File: config.mk
export PLATFORM = sky130hd
export DESIGN_NAME = filename_token_classifier_flat
export DESIGN_NICKNAME = d
export VERILOG_FILES = /design/src/rtl/ftc_pkg.sv /design/src/rtl/ftc_if.sv /design/src/rtl/ftc_char_class.sv /design/src/rtl/filename_token_classifier.sv /design/src/flat_wrapper.sv
export SDC_FILE = /design/constraint.sdc
export NUM_CORES = 1
export LEC_CHECK = 0
export BUFFER_PORTS_ARGS = -buffer_cell sky130_fd_sc_hd__buf_2
export CAP_MARGIN = 15
export CORE_MARGIN = 2
export CORE_UTILIZATION = 35
export CTS_BUF_LIST = sky130_fd_sc_hd__clkbuf_8
export DETAILED_ROUTE_END_ITERATION = 16
export MAX_ROUTING_LAYER = met4
export SYNTH_ARGS = -nofsm -noshare
export SYNTH_HDL_FRONTEND = slang
export SYNTH_SLANG_ARGS = --single-unit
File: constraint.sdc
create_clock -name clk -period 4.6 [get_ports clk]
set_input_delay 0.23 -clock clk [delete_from_list [all_inputs] [get_ports clk]]
set_output_delay 0.23 -clock clk [all_outputs]
set_load 0.02 [all_outputs]
File: src/rtl/ftc_pkg.sv
// Shared types and constants for the file name token classifier.
package ftc_pkg;

  typedef logic [7:0] byte_t;

  // Configuration register indexes and port widths
  localparam int CFG_IDX_W  = 2;
  localparam int CFG_DATA_W = 8;
  localparam logic [CFG_IDX_W-1:0] REG_DOT_REQUIRED   = 2'd0;
  localparam logic [CFG_IDX_W-1:0] REG_MAX_NAME_CHARS = 2'd1;
  localparam logic [CFG_IDX_W-1:0] REG_MAX_EXT_CHARS  = 2'd2;

  localparam int NAME_CNT_W = 5;
  localparam int EXT_CNT_W  = 3;
  localparam int LEN_W      = 8;
  localparam int START_W    = 16;

  localparam logic [NAME_CNT_W-1:0] NAME_CNT_SAT = '1;
  localparam logic [EXT_CNT_W-1:0]  EXT_CNT_SAT  = '1;
  localparam logic [LEN_W-1:0]      LEN_SAT      = '1;

  localparam logic                  DOT_REQUIRED_RST   = 1'b1;
  localparam logic [NAME_CNT_W-1:0] MAX_NAME_CHARS_RST = 5'd20;
  localparam logic [EXT_CNT_W-1:0]  MAX_EXT_CHARS_RST  = 3'd3;

  // Longest word that can pass: full name, the dot, full extension
  localparam int MAX_VALID_LEN = (2 ** NAME_CNT_W - 2) + 1 + (2 ** EXT_CNT_W - 2);

  // Separators
  localparam byte_t CH_NUL   = 8'h00;
  localparam byte_t CH_TAB   = 8'h09;
  localparam byte_t CH_LF    = 8'h0A;
  localparam byte_t CH_SPACE = 8'h20;
  localparam byte_t CH_COMMA = 8'h2C;
  localparam byte_t CH_COLON = 8'h3A;
  localparam byte_t CH_SEMI  = 8'h3B;

  // Word characters
  localparam byte_t CH_DOT    = 8'h2E;
  localparam byte_t CH_DOLLAR = 8'h24;
  localparam byte_t CH_PCT    = 8'h25;
  localparam byte_t CH_QUOTE  = 8'h27;
  localparam byte_t CH_DASH   = 8'h2D;
  localparam byte_t CH_UNDER  = 8'h5F;
  localparam byte_t CH_AT     = 8'h40;
  localparam byte_t CH_LBRACE = 8'h7B;
  localparam byte_t CH_RBRACE = 8'h7D;
  localparam byte_t CH_TILDE  = 8'h7E;
  localparam byte_t CH_BTICK  = 8'h60;
  localparam byte_t CH_BANG   = 8'h21;
  localparam byte_t CH_HASH   = 8'h23;
  localparam byte_t CH_LPAREN = 8'h28;
  localparam byte_t CH_RPAREN = 8'h29;
  localparam byte_t CH_STAR   = 8'h2A;
  localparam byte_t CH_QMARK  = 8'h3F;
  localparam byte_t CH_0      = 8'h30;
  localparam byte_t CH_9      = 8'h39;
  localparam byte_t CH_UP_A   = 8'h41;
  localparam byte_t CH_UP_Z   = 8'h5A;
  localparam byte_t CH_LOW_A  = 8'h61;
  localparam byte_t CH_LOW_Z  = 8'h7A;

  typedef struct packed {
    logic is_sep;
    logic is_ok;
    logic is_dot;
  } char_class_t;

endpackage

File: src/rtl/ftc_if.sv
// Handshake channel interfaces: text input, result output, configuration writes.
interface ftc_in_if import ftc_pkg::*; ();
  logic  valid;
  logic  ready;
  byte_t text_byte;
  logic  last;

  modport source (output valid, output text_byte, output last, input ready);
  modport sink (input valid, input text_byte, input last, output ready);
endinterface

interface ftc_out_if import ftc_pkg::*; ();
  logic               valid;
  logic               ready;
  logic               is_filename;
  logic [START_W-1:0] word_start;
  logic [LEN_W-1:0]   word_length;

  modport source (output valid, output is_filename, output word_start,
                  output word_length, input ready);
  modport sink (input valid, input is_filename, input word_start,
                input word_length, output ready);
endinterface

interface ftc_cfg_if import ftc_pkg::*; ();
  logic                  valid;
  logic                  ready;
  logic [CFG_IDX_W-1:0]  index;
  logic [CFG_DATA_W-1:0] data;

  modport source (output valid, output index, output data, input ready);
  modport sink (input valid, input index, input data, output ready);
endinterface

File: src/rtl/ftc_char_class.sv
// Character class decode: separator, allowed file name character, dot.
module ftc_char_class import ftc_pkg::*; (
  input  byte_t       char_i,
  output char_class_t cls_o
);

  always_comb begin
    cls_o = '0;
    case (char_i) inside
      CH_NUL, CH_TAB, CH_LF, CH_SPACE, CH_COMMA, CH_COLON, CH_SEMI: begin
        cls_o.is_sep = 1'b1;
      end
      CH_DOT: begin
        cls_o.is_ok  = 1'b1;
        cls_o.is_dot = 1'b1;
      end
      [CH_0:CH_9], [CH_UP_A:CH_UP_Z], [CH_LOW_A:CH_LOW_Z],
      CH_DOLLAR, CH_PCT, CH_QUOTE, CH_DASH, CH_UNDER, CH_AT, CH_LBRACE,
      CH_RBRACE, CH_TILDE, CH_BTICK, CH_BANG, CH_HASH, CH_LPAREN,
      CH_RPAREN, CH_STAR, CH_QMARK: begin
        cls_o.is_ok = 1'b1;
      end
      default: ;
    endcase
  end

endmodule

File: src/rtl/filename_token_classifier.sv
// Top level: splits a byte stream into words and judges each as a file name.
// A byte is taken into the input register; the word it closes then loads its result into the result register.
// Throughput: one byte per cycle; the input stalls only while a finished result
// waits in the output register and a byte in the input register closes another word.
// Reset (rst_n low, synchronous) empties both registers, closes any open word,
// sets the position to zero and loads the configuration reset values.
module filename_token_classifier import ftc_pkg::*; #(
  parameter int POSITION_BITS = 16
) (
  input  logic      clk,
  input  logic      rst_n,
  ftc_in_if.sink    in_bus,
  ftc_out_if.source out_bus,
  ftc_cfg_if.sink   cfg_bus
);

  // Configuration
  logic                  dot_required_r;
  logic [NAME_CNT_W-1:0] max_name_chars_r;
  logic [EXT_CNT_W-1:0]  max_ext_chars_r;

  // Input register
  logic  s1_valid_r;
  byte_t s1_byte_r;
  logic  s1_last_r;

  // Word state
  logic                     in_word_r, in_word_nxt;
  logic                     dot_seen_r, dot_seen_nxt;
  logic                     word_bad_r, word_bad_nxt;
  logic [NAME_CNT_W-1:0]    name_count_r, name_count_nxt;
  logic [EXT_CNT_W-1:0]     ext_count_r, ext_count_nxt;
  logic [LEN_W-1:0]         length_count_r, length_count_nxt;
  logic [POSITION_BITS-1:0] start_pos_r, start_pos_nxt;
  logic [POSITION_BITS-1:0] position_r, position_nxt;

  // Values after this byte, before any close
  logic                     upd_dot_seen, upd_bad;
  logic [NAME_CNT_W-1:0]    upd_name;
  logic [EXT_CNT_W-1:0]     upd_ext;
  logic [LEN_W-1:0]         upd_len;
  logic [POSITION_BITS-1:0] upd_start;

  // Result register
  logic               out_valid_r;
  logic               is_filename_r;
  logic [START_W-1:0] word_start_r;
  logic [LEN_W-1:0]   word_length_r;

  char_class_t cls;
  logic        close_word;
  logic        verdict;
  logic        out_free;
  logic        s1_go;

  ftc_char_class u_char_class (
    .char_i (s1_byte_r),
    .cls_o  (cls)
  );

  assign cfg_bus.ready = 1'b1;

  always_comb begin
    upd_dot_seen = dot_seen_r;
    upd_bad      = word_bad_r;
    upd_name     = name_count_r;
    upd_ext      = ext_count_r;
    upd_len      = length_count_r;
    upd_start    = start_pos_r;
    close_word   = 1'b0;
    if (cls.is_sep) begin
      close_word = in_word_r;
    end else begin
      if (!in_word_r) begin
        upd_dot_seen = 1'b0;
        upd_bad      = 1'b0;
        upd_name     = '0;
        upd_ext      = '0;
        upd_len      = '0;
        upd_start    = position_r;
      end
      if (!cls.is_ok) begin
        upd_bad = 1'b1;
      end else if (cls.is_dot) begin
        if (upd_dot_seen) begin
          upd_bad = 1'b1;
        end
        upd_dot_seen = 1'b1;
      end else if (upd_dot_seen) begin
        if (upd_ext != EXT_CNT_SAT) begin
          upd_ext = upd_ext + 1'b1;
        end
      end else if (upd_name != NAME_CNT_SAT) begin
        upd_name = upd_name + 1'b1;
      end
      if (upd_len != LEN_SAT) begin
        upd_len = upd_len + 1'b1;
      end
      close_word = s1_last_r;
    end
  end

  // Saturated counts always fail, so the register maxima 31 and 7 act as 30 and 6
  assign verdict = !upd_bad &&
                   (upd_name != '0) && (upd_name != NAME_CNT_SAT) &&
                   (upd_name <= max_name_chars_r) &&
                   (upd_ext != EXT_CNT_SAT) && (upd_ext <= max_ext_chars_r) &&
                   !(dot_required_r && (upd_ext == '0));

  always_comb begin
    if (close_word || s1_last_r) begin
      in_word_nxt      = 1'b0;
      dot_seen_nxt     = 1'b0;
      word_bad_nxt     = 1'b0;
      name_count_nxt   = '0;
      ext_count_nxt    = '0;
      length_count_nxt = '0;
      start_pos_nxt    = '0;
    end else begin
      in_word_nxt      = in_word_r || !cls.is_sep;
      dot_seen_nxt     = upd_dot_seen;
      word_bad_nxt     = upd_bad;
      name_count_nxt   = upd_name;
      ext_count_nxt    = upd_ext;
      length_count_nxt = upd_len;
      start_pos_nxt    = upd_start;
    end
    position_nxt = s1_last_r ? '0 : position_r + 1'b1;
  end

  assign out_free     = !out_valid_r || out_bus.ready;
  assign s1_go        = s1_valid_r && (!close_word || out_free);
  assign in_bus.ready = !s1_valid_r || s1_go;

  always_ff @(posedge clk) begin
    if (!rst_n) begin
      dot_required_r   <= DOT_REQUIRED_RST;
      max_name_chars_r <= MAX_NAME_CHARS_RST;
      max_ext_chars_r  <= MAX_EXT_CHARS_RST;
    end else if (cfg_bus.valid) begin
      case (cfg_bus.index)
        REG_DOT_REQUIRED:   dot_required_r   <= cfg_bus.data[0];
        REG_MAX_NAME_CHARS: max_name_chars_r <= cfg_bus.data[NAME_CNT_W-1:0];
        REG_MAX_EXT_CHARS:  max_ext_chars_r  <= cfg_bus.data[EXT_CNT_W-1:0];
        default: ;
      endcase
    end
  end

  always_ff @(posedge clk) begin
    if (!rst_n) begin
      s1_valid_r <= 1'b0;
    end else if (in_bus.ready) begin
      s1_valid_r <= in_bus.valid;
    end
  end

  always_ff @(posedge clk) begin
    if (in_bus.ready && in_bus.valid) begin
      s1_byte_r <= in_bus.text_byte;
      s1_last_r <= in_bus.last;
    end
  end

  always_ff @(posedge clk) begin
    if (!rst_n) begin
      in_word_r      <= 1'b0;
      dot_seen_r     <= 1'b0;
      word_bad_r     <= 1'b0;
      name_count_r   <= '0;
      ext_count_r    <= '0;
      length_count_r <= '0;
      start_pos_r    <= '0;
      position_r     <= '0;
    end else if (s1_go) begin
      in_word_r      <= in_word_nxt;
      dot_seen_r     <= dot_seen_nxt;
      word_bad_r     <= word_bad_nxt;
      name_count_r   <= name_count_nxt;
      ext_count_r    <= ext_count_nxt;
      length_count_r <= length_count_nxt;
      start_pos_r    <= start_pos_nxt;
      position_r     <= position_nxt;
    end
  end

  always_ff @(posedge clk) begin
    if (!rst_n) begin
      out_valid_r <= 1'b0;
    end else if (s1_go && close_word) begin
      out_valid_r <= 1'b1;
    end else if (out_bus.ready) begin
      out_valid_r <= 1'b0;
    end
  end

  always_ff @(posedge clk) begin
    if (s1_go && close_word) begin
      is_filename_r <= verdict;
      word_start_r  <= START_W'(upd_start);
      word_length_r <= upd_len;
    end
  end

  assign out_bus.valid       = out_valid_r;
  assign out_bus.is_filename = is_filename_r;
  assign out_bus.word_start  = word_start_r;
  assign out_bus.word_length = word_length_r;

endmodule

File: src/flat_wrapper.sv
// flat-port wrapper written by rule: the top's interface ports become plain ports
module filename_token_classifier_flat import ftc_pkg::*;
#(
  parameter int POSITION_BITS = 16
)
  (clk, rst_n, in_bus_valid, in_bus_text_byte, in_bus_last, in_bus_ready, out_bus_valid, out_bus_is_filename, out_bus_word_start, out_bus_word_length, out_bus_ready, cfg_bus_valid, cfg_bus_index, cfg_bus_data, cfg_bus_ready);
  ftc_in_if in_bus_i ();
  ftc_out_if out_bus_i ();
  ftc_cfg_if cfg_bus_i ();
  input  logic clk;
  input  logic rst_n;
  input wire logic [$bits(in_bus_i.valid)-1:0] in_bus_valid;
  input wire logic [$bits(in_bus_i.text_byte)-1:0] in_bus_text_byte;
  input wire logic [$bits(in_bus_i.last)-1:0] in_bus_last;
  output wire logic [$bits(in_bus_i.ready)-1:0] in_bus_ready;
  output wire logic [$bits(out_bus_i.valid)-1:0] out_bus_valid;
  output wire logic [$bits(out_bus_i.is_filename)-1:0] out_bus_is_filename;
  output wire logic [$bits(out_bus_i.word_start)-1:0] out_bus_word_start;
  output wire logic [$bits(out_bus_i.word_length)-1:0] out_bus_word_length;
  input wire logic [$bits(out_bus_i.ready)-1:0] out_bus_ready;
  input wire logic [$bits(cfg_bus_i.valid)-1:0] cfg_bus_valid;
  input wire logic [$bits(cfg_bus_i.index)-1:0] cfg_bus_index;
  input wire logic [$bits(cfg_bus_i.data)-1:0] cfg_bus_data;
  output wire logic [$bits(cfg_bus_i.ready)-1:0] cfg_bus_ready;
  assign in_bus_i.valid = in_bus_valid;
  assign in_bus_i.text_byte = in_bus_text_byte;
  assign in_bus_i.last = in_bus_last;
  assign in_bus_ready = in_bus_i.ready;
  assign out_bus_valid = out_bus_i.valid;
  assign out_bus_is_filename = out_bus_i.is_filename;
  assign out_bus_word_start = out_bus_i.word_start;
  assign out_bus_word_length = out_bus_i.word_length;
  assign out_bus_i.ready = out_bus_ready;
  assign cfg_bus_i.valid = cfg_bus_valid;
  assign cfg_bus_i.index = cfg_bus_index;
  assign cfg_bus_i.data = cfg_bus_data;
  assign cfg_bus_ready = cfg_bus_i.ready;
  filename_token_classifier #(.POSITION_BITS(POSITION_BITS)) u_core (.clk(clk), .rst_n(rst_n), .in_bus(in_bus_i), .out_bus(out_bus_i), .cfg_bus(cfg_bus_i));
endmodule
==> results.tsv, run 1 <==
metric	value	unit
die_h	123	um
wl_per_cell	14.8	um
grt_setup_unrepaired	no	
clock_power_share	32.2	%
drt_iter0_drc	184	
cp_num_buf_inv	0	
clock_sinks	96	
numPortBuffers	47	
min_period	4.09	ns
cts_hold_buf	0	
grt_pass1_vias	3890	
synth_area	4920	um^2
start_util	35.6	%
final-hold-violation-count	0	
grt_max_degree	49	
slowest_stage	or4b_1	
cp-end-kind	flop	
yosys.area.top_type	dfxtp_1	
num_antenna_cells	0	
p_sw	386	uW
switching_share	25.5	%
synth_commonest_cells	dfxtp_1 (62), nand2_1 (53), nor2b_1 (37), edfxtp_1 (34), nor2_1 (32)	
critPathRequiredTime	4.79	ns
vias	3769	
ant_nets	0	
cp_max_fo	9	
clock.fmax	245	MHz
io_pins	52	
rows	43	
drv_slew	0	
tightest_slew	0.762	ns
p_int	1130	uW
p_seq_share	60.1	%
track_usage	15.9	%
outcome	completed	
cts_tree	done	
cts_buffers	9	
synth_area_per_cell	9.67	um^2
ys_types	67	
combinationalPowerShare	7.6	%
fin_tns_setup	0	ns
critical_path_class	reg -> reg	
core_area	13800	um^2
dp_hpwl	7590	um
fillers	1388	
power.density	276	nW/um^2
maxCapViolCount	0	
die_w	123	um
synth-seq-area-share	46.0	%
cts.repair.resized	0	
crit_path_start_kind	flop	
dr.pass1.iters	4	
critPathTopFamily	simple AND/OR/NAND/NOR gates	
clkTransAtPathRegs	0.09	ns
root_buffer	clkbuf_8	
vdd.ir_drop.worst	0.117	mV
period_share	88.8	%
clockBufferDepth	2	
final_cell_area	5480	um^2
vias_per_cell	5.16	
area_growth	11.3	%
finalSetupViolCount	0	
routed_wl	10800	um
drive_above_1_share	17.4	%
gp_congestion	0.865	
synth_top_area_share	25.2	%
fin_nets	583	
grt-ovfl-total	0	
yosys_warnings	0	
slew-limit-headroom	49.2	%
worst_path_most_repeated_cell	o21a_1	
syn_nets	545	
fp.dieArea	15000	um^2
dpl-instance-area	5320	um^2
path_cells	or4b_1 -> or3_4 -> nand3_1 -> mux2_1 -> mux2i_1 -> ha_1 -> o21a_1 -> o21a_1 -> o21ai_0 -> nand2b_1 -> a221oi_1 -> o41ai_1 -> nor4_1	
leakagePower	0.00204	uW
yosys_register_bits	96	
clkLatencyLatePin	0.38	ns
synth-async-reset-ratio	0	%
synth_area_leaders	dfxtp_1 (25%), edfxtp_1 (21%), nor2b_1 (4.7%), a22oi_1 (4.3%), nand2_1 (4.0%)	
htreeDepth	3	
synth_edf_count	34	
crit_path_max_incr_delay	0.72	ns
antenna_found_initial	0	
syn_inst	509	
synthFlopType	dfxtp_1	
drc	0	
cts_setup_buffers	0	
grt_pass1_wl	18200	um
holdCritPathClass	in -> reg	
finClkSkew	0.0101	ns
synth.most_common_cell	dfxtp_1	
arrival	4.28	ns
## power by group through the flow
stage / Clock (uW) / Sequential [uW] / Combinational, uW
6_report: 487 / 909 / 116
5_1_grt: 537 / 912 / 128
4_1_cts: 506 / 909 / 117
3_5_place_dp: 0 / 929 / 117
3_3_place_gp: 0 / 927 / 113
2_1_floorplan: 0 / 922 / 87.3
## path summary, 6_finish.rpt
| check | from | endpoint | slack [ns] | cells past startpoint |
|---|---|---|---|---|
| worst min register to register | u_core.start_pos_r[15]$_SDFFE_PN0P_ | u_core.start_pos_r[15]$_SDFFE_PN0P_ | 0.49 | 2 |
| worst min-delay path | in_bus_text_byte[2] | u_core.s1_byte_r[2]$_DFFE_PP_ | 0.02 | 1 |
| worst max-delay path | u_core.s1_byte_r[4]$_DFFE_PP_ | u_core.out_bus.is_filename$_DFFE_PP_ | 0.51 | 13 |
| worst max register to register | u_core.s1_byte_r[4]$_DFFE_PP_ | u_core.out_bus.is_filename$_DFFE_PP_ | 0.51 | 13 |
## layout make-up
| type | instances | area [um^2] | share of cell area (%) |
|---|---|---|---|
| clock buffer | 9 | 124 | 2.26 |
| clock inverter | 6 | 37.5 | 0.685 |
| inverter | 22 | 82.6 | 1.51 |
| multi-input combinational | 363 | 2450 | 44.8 |
| sequential | 96 | 2260 | 41.3 |
| tap | 180 | 225 | 4.11 |
| timing repair buffer | 55 | 295 | 5.39 |
## routing by layer
layer | part of all wire, % | track usage (%) | vias to the layer above
met2 | 49 | 26.8 | 55
li1 | - | - | 1890
met4 | 1.7 | 6.97 | 0
met3 | 2.9 | 2.79 | 11
met1 | 46 | 18.7 | 1813
met5 | 0 | - | -
## cell usage in the layout (no fill, tap or decap), types with 15 or more instances in the layout
master    instances
dfxtp_1          62
nor2_1           31
xnor2_1          18
a22oi_1          28
edfxtp_1         34
a21oi_1          15
nor2b_1          37
nand3_1          17
nand2_1          53
inv_1            23
buf_2            47
## worst reg2reg max path: stages (launching register included)
cell,delay [ns]
edfxtp_1,0.51
or4b_1,0.72
or3_4,0.45
nand3_1,0.11
mux2_1,0.33
mux2i_1,0.33
ha_1,0.32
o21a_1,0.12
o21a_1,0.16
o21ai_0,0.16
nand2b_1,0.08
a221oi_1,0.29
o41ai_1,0.12
nor4_1,0.20
## sequential cells by signal, summed over array words and instances (netlist names), 3 cells and up
| register | cells |
|---|---|
| u_core.start_pos_r | 16 |
| u_core.out_bus.word_length | 8 |
| u_core.position_r | 16 |
| u_core.max_name_chars_r | 5 |
| u_core.length_count_r | 8 |
| u_core.max_ext_chars_r | 3 |
| u_core.s1_byte_r | 8 |
| u_core.out_bus.word_start | 16 |
| u_core.ext_count_r | 3 |
| u_core.name_count_r | 5 |
## kinds of logic (layout without fill, tap and decap cells)
group | after synthesis | after routing | synth area share [%]
mux | 22 | 22 | 5.11
compound gates | 108 | 108 | 15.9
simple gates | 196 | 196 | 21.2
xor+xnor | 24 | 24 | 4.27
fa+ha+maj | 12 | 12 | 3.05
flops | 96 | 96 | 46.0
buf+inv | 50 | 92 | 4.50
other cells | 1 | 1 | 0.0762
## metrics by stage
| step | utilization (%) | cells | power [uW] | setup WS (ns) | hold WS, ns |
|---|---|---|---|---|---|
| 3_3_place_gp | 38.5 | 716 | 1040 | 0.666 | 0.407 |
| 3_5_place_dp | 38.5 | 716 | 1050 | 0.558 | 0.408 |
| 4_1_cts | 39.6 | 731 | 1530 | 0.521 | 0.00613 |
| 2_1_floorplan | - | 509 | 1010 | 0.995 | 0.329 |
| 6_report | 39.6 | 731 | 1510 | 0.514 | 0.0219 |
| 5_1_grt | 39.6 | 731 | 1580 | 0.230 | 0.00567 |
(Power assumes the default switching activity.)
==> inputs of run 2 (changes only) <==
--- a/config.mk
+++ b/config.mk
@@ -12,6 +12,7 @@
 export CTS_BUF_LIST = sky130_fd_sc_hd__clkbuf_8
 export DETAILED_ROUTE_END_ITERATION = 16
 export MAX_ROUTING_LAYER = met4
+export RECOVER_POWER = 50
 export SYNTH_ARGS = -nofsm -noshare
 export SYNTH_HDL_FRONTEND = slang
 export SYNTH_SLANG_ARGS = --single-unit
==> results.tsv, run 2 (same netlist as run 1, synthesis figures left out) <==
metric	value	unit
layout_common_cells	dfxtp_1 (62), nand2_1 (53), nor2b_1 (37), edfxtp_1 (34), nor2_1 (32)	
crit_path_start_kind	flop	
path_cells	nor4b_1 -> o21ai_0 -> a41oi_2 -> clkbuf_1 -> o211ai_1 -> o32a_1 -> ha_1 -> and3_1 -> nand3_1 -> a221oi_1 -> o41ai_1 -> nor4_1	
cts_setup_buffers	0	
antenna_found_initial	0	
vias	3759	
dr.pass1.iters	5	
grt_max_degree	49	
final_common_cell	dfxtp_1	
rrSetupSlack	0.44	ns
htreeDepth	3	
critical_path_class	reg -> reg	
vias_per_cell	5.14	
die_h	123	um
clock.fmax	240	MHz
timing.rr.end	u_core.out_bus.is_filename$_DFFE_PP_	
holdPathEnd	u_core.s1_byte_r[2]$_DFFE_PP_	
tightest_slew	1.81	ns
drt_iter0_drc	161	
grt_pass1_wl	18200	um
cts_buffers	9	
min_path_cells	1	
cts.repair.resized	0	
hold_start	in_bus_text_byte[2]	
rows	43	
root_buffer	clkbuf_8	
fin_tns_setup	0	ns
clkLatencyLatePin	0.38	ns
fp.dieArea	15000	um^2
worst_r2r_startpoint	u_core.s1_byte_r[1]$_DFFE_PP_	
core_area	13800	um^2
drc	0	
grt-ovfl-total	0	
final-hold-violation-count	0	
leakagePower	0.00195	uW
vdd.ir_drop.worst	0.117	mV
cp_max_fo	17	
fin_nets	583	
maxCapViolCount	1	
startpoint	u_core.s1_byte_r[1]$_DFFE_PP_	
slowest_stage	edfxtp_1	
final_cell_area	5420	um^2
grt_pass1_vias	3890	
grt_setup_unrepaired	no	
wl_per_cell	14.9	um
ant_nets	0	
reg2regPathDepth	12	
die_w	123	um
violations	capacitance limit, slew limit	
track_usage	15.9	%
dpl-instance-area	5320	um^2
clock_sinks	96	
slew-limit-headroom	-20.6	%
area_growth	10.1	%
outcome	finished with violations	
power.density	278	nW/um^2
min_period	4.16	ns
clkTransAtPathRegs	0.09	ns
routed_wl	10900	um
clockBufferDepth	2	
finalSetupViolCount	0	
numPortBuffers	47	
num_antenna_cells	0	
cp-end-kind	flop	
crit_path_max_incr_delay	0.71	ns
dp_hpwl	7590	um
arrival	4.36	ns
start_util	35.6	%
gp_congestion	0.865	
drv_slew	49	
io_pins	52	
holdCritPathClass	in -> reg	
cts_hold_buf	0	
period_share	90.5	%
drive_above_1_share	9.98	%
cts_tree	done	
finClkSkew	0.00900	ns
critPathRequiredTime	4.79	ns
## run 2: cell types whose count changed in the layout (fill, tap and decap cells not counted), moves of 2 or more
cell	change
buf_2	-27
buf_4	-2
clkbuf_1	+29
mux2_1	+9
mux2_2	-9
## run 2: worst max path at each step
stage,end,slack [ns],cells after the start
detailed placement,u_core.out_bus.is_filename$_DFFE_PP_,0.56,13
floorplan,u_core.out_bus.is_filename$_DFFE_PP_,0.99,9
finish,u_core.out_bus.is_filename$_DFFE_PP_,0.44,12
CTS,u_core.out_bus.is_filename$_DFFE_PP_,0.52,13
global placement,u_core.out_bus.is_filename$_DFFE_PP_,0.67,13
global route,u_core.out_bus.is_filename$_DFFE_PP_,0.12,12
## run 2: cell type report
cell class	count	area, um^2
Fill cell	1402	8410
Multi-Input combinational cell	363	2430
Sequential cell	96	2260
Timing Repair Buffer	55	254
Tap cell	180	225
Clock buffer	9	124
Inverter	22	82.6
Clock inverter	6	37.5
## run 2: per-stage QoR
step	total power, uW	hold slack (ns)	setup slack, ns	utilization [%]	instances
5_1_grt	1570	0.00567	0.117	39.2	731
4_1_cts	1530	0.00613	0.521	39.6	731
6_report	1510	0.0232	0.436	39.2	731
3_5_place_dp	1050	0.408	0.558	38.5	716
2_1_floorplan	1010	0.329	0.995	-	509
3_3_place_gp	1040	0.407	0.666	38.5	716
## run 2: critical path, delay by kind of cell (launching register included)
family	cells	cell delay, ns
AOI/OAI and AO/OA	6	1.53
and+or+nand+nor	4	0.80
DFF	1	0.71
buffers and inverters	1	0.63
adders and majority gates	1	0.31
## run 2: where the power goes
part / switching [uW] / total (uW) / internal (uW)
combinational: 70.3 / 113 / 42.5
sequential: 18.9 / 909 / 890
clock: 295 / 487 / 192
total: 385 / 1510 / 1120
## run 2: per-layer routing
| metal | GRT usage (%) | vias up | share of wire, % | wire, um |
|---|---|---|---|---|
| met1 | 18.7 | 1801 | 47 | 5060 |
| met4 | 6.97 | 0 | 2.2 | 237 |
| met5 | - | - | 0 | 0 |
| li1 | - | 1892 | - | - |
| met3 | 2.79 | 13 | 3.1 | 335 |
| met2 | 26.8 | 53 | 48 | 5230 |
==> inputs of run 3 (changes only) <==
--- a/config.mk
+++ b/config.mk
@@ -5,6 +5,7 @@
 export SDC_FILE = /design/constraint.sdc
 export NUM_CORES = 1
 export LEC_CHECK = 0
+export ABC_AREA = 1
 export BUFFER_PORTS_ARGS = -buffer_cell sky130_fd_sc_hd__buf_2
 export CAP_MARGIN = 15
 export CORE_MARGIN = 2
==> results.tsv, run 3 <==
metric	value	unit
dp_hpwl	7670	um
slowest_stage	nand3_1	
path_cells	inv_1 -> nand3_1 -> nand2_1 -> o21ai_1 -> ha_1 -> a21oi_1 -> o21ai_0 -> o22ai_1 -> nand2_1 -> nor2_1 -> nand3_1 -> nor2_1	
clockBufferDepth	2	
finClkSkew	0.0109	ns
vdd.ir_drop.worst	0.143	mV
drt_iter0_drc	355	
numPortBuffers	47	
min_path_cells	1	
clkLatencyLatePin	0.39	ns
grt_pass1_vias	4024	
synth_top_area_share	24.2	%
power.total	1690	uW
htreeDepth	3	
rrSetupSlack	1.25	ns
fin_tns_setup	0	ns
gp_congestion	0.846	
cts_buffers	9	
worst_r2r_startpoint	u_core.in_word_r$_SDFFE_PN0P_	
ant_nets	0	
min_period	3.35	ns
die_h	125	um
root_buffer	clkbuf_8	
cp_max_fo	20	
outcome	completed	
timing.rr.end	u_core.out_bus.is_filename$_DFFE_PP_	
hold_start	in_bus_text_byte[3]	
tightest_slew	0.966	ns
cts_tree	done	
synth_commonest_cells	nand2_1 (220), inv_1 (81), dfxtp_1 (62), nor2_1 (48), a21oi_1 (46)	
crit_path_start_kind	flop	
rows	44	
cts_setup_buffers	0	
leakagePower	0.00240	uW
final_common_cell	nand2_1	
ys_types	41	
drive_above_1_share	8.33	%
routed_wl	11100	um
track_usage	15.3	%
cp-end-kind	flop	
area_growth	11.1	%
synth_area_leaders	dfxtp_1 (24%), edfxtp_1 (20%), nand2_1 (16%), inv_1 (5.9%), a21oi_1 (4.5%)	
holdPathEnd	u_core.s1_byte_r[3]$_DFFE_PP_	
grt-ovfl-total	0	
vias_per_cell	4.73	
drc	0	
grt_pass1_wl	19100	um
critPathRequiredTime	4.85	ns
yosys_warnings	0	
synthFlopType	dfxtp_1	
syn_nets	731	
start_util	35.6	%
grt_setup_unrepaired	no	
clock.fmax	298	MHz
grt_max_degree	53	
yosys.area.top_type	dfxtp_1	
num_antenna_cells	0	
slew-limit-headroom	35.4	%
maxCapViolCount	0	
layout_common_cells	nand2_1 (222), inv_1 (83), dfxtp_1 (62), nor2_1 (50), a21oi_1 (47)	
synth.most_common_cell	nand2_1	
synth-seq-area-share	44.1	%
dr.pass1.iters	5	
die_w	125	um
drv_slew	0	
fin_nets	775	
arrival	3.60	ns
yosys_register_bits	96	
dpl-instance-area	5480	um^2
reg2regPathDepth	12	
holdCritPathClass	in -> reg	
final_cell_area	5700	um^2
core_area	14400	um^2
clkTransAtPathRegs	0.09	ns
clock_sinks	96	
power.density	296	nW/um^2
finalSetupViolCount	0	
antenna_found_initial	0	
wl_per_cell	11.9	um
fp.dieArea	15700	um^2
io_pins	52	
period_share	72.9	%
synth-async-reset-ratio	0	%
crit_path_max_incr_delay	0.78	ns
synth_area_per_cell	7.39	um^2
syn_inst	695	
synth_area	5130	um^2
vias	4388	
critical_path_class	reg -> reg	
synth_edf_count	34	
final-hold-violation-count	0	
run 3: cell type report:
cell class / count / area, um^2
clock inverter: 7 / 86.3
tap: 184 / 230
sequential: 96 / 2260
clock buffer: 9 / 124
fill: 1572 / 8720
inverter: 91 / 342
multi-input combinational: 485 / 2370
timing repair buffer: 56 / 287
run 3: cell families after synthesis:
group	after synthesis	synth area share [%]
buffers and inverters	114	9.16
DFF	96	44.1
other	1	0.0730
and+or+nand+nor	355	29.5
muxes	6	1.17
AOI/OAI and AO/OA	98	10.9
adders and majority gates	12	2.92
xor gates and xnor gates	13	2.22
run 3: through the flow:
step | setup slack, ns | hold WS, ns | instances | util, %
finish | 1.25 | 0.0267 | 928 | 39.5
floorplan | 1.94 | 0.329 | 695 | -
CTS | 1.36 | 0.00279 | 928 | 40.0
detailed placement | 1.39 | 0.409 | 904 | 38.0
global placement | 1.44 | 0.407 | 904 | 38.0
global route | 0.812 | 0.00369 | 928 | 39.5
run 3: how the worst max path moves through the flow:
stage,startpoint,endpoint
floorplan,u_core.in_word_r$_SDFFE_PN0P_,u_core.out_bus.is_filename$_DFFE_PP_
global placement,u_core.s1_byte_r[1]$_DFFE_PP_,u_core.out_bus.is_filename$_DFFE_PP_
detailed placement,u_core.s1_byte_r[3]$_DFFE_PP_,u_core.out_bus.is_filename$_DFFE_PP_
CTS,u_core.s1_byte_r[3]$_DFFE_PP_,u_core.out_bus.is_filename$_DFFE_PP_
global route,u_core.s1_byte_r[1]$_DFFE_PP_,u_core.out_bus.is_filename$_DFFE_PP_
finish,u_core.in_word_r$_SDFFE_PN0P_,u_core.out_bus.is_filename$_DFFE_PP_
run 3: timing repair:
item / in CTS / in global routing
resized for setup: 0 / 0
setup endpoints to repair: 0 / 0
hold endpoints to repair: 8 / 0
hold buffers: 8 / 0
run 3: report_power, final:
group,switching (uW),internal (uW),leakage [uW]
Combinational,116,50.7,0.00148
Sequential,19.0,901,0.000824
Clock,338,263,0.000104
run 3: worst max-delay path, delay by kind of cell, from the launching register on:
kind,cells,cell delay [ns]
adders and majority gates,1,0.33
and+or+nand+nor,6,1.24
AOI/OAI and AO/OA,4,0.68
DFF,1,0.77
buffers and inverters,1,0.21
run 3: routing by layer:
layer	track usage, %	vias to the layer above	share of wire [%]
met3	2.74	16	3.8
met5	-	-	0
met1	21.3	1961	54
met4	6.08	0	1.9
met2	22.0	80	40
li1	-	2331	-
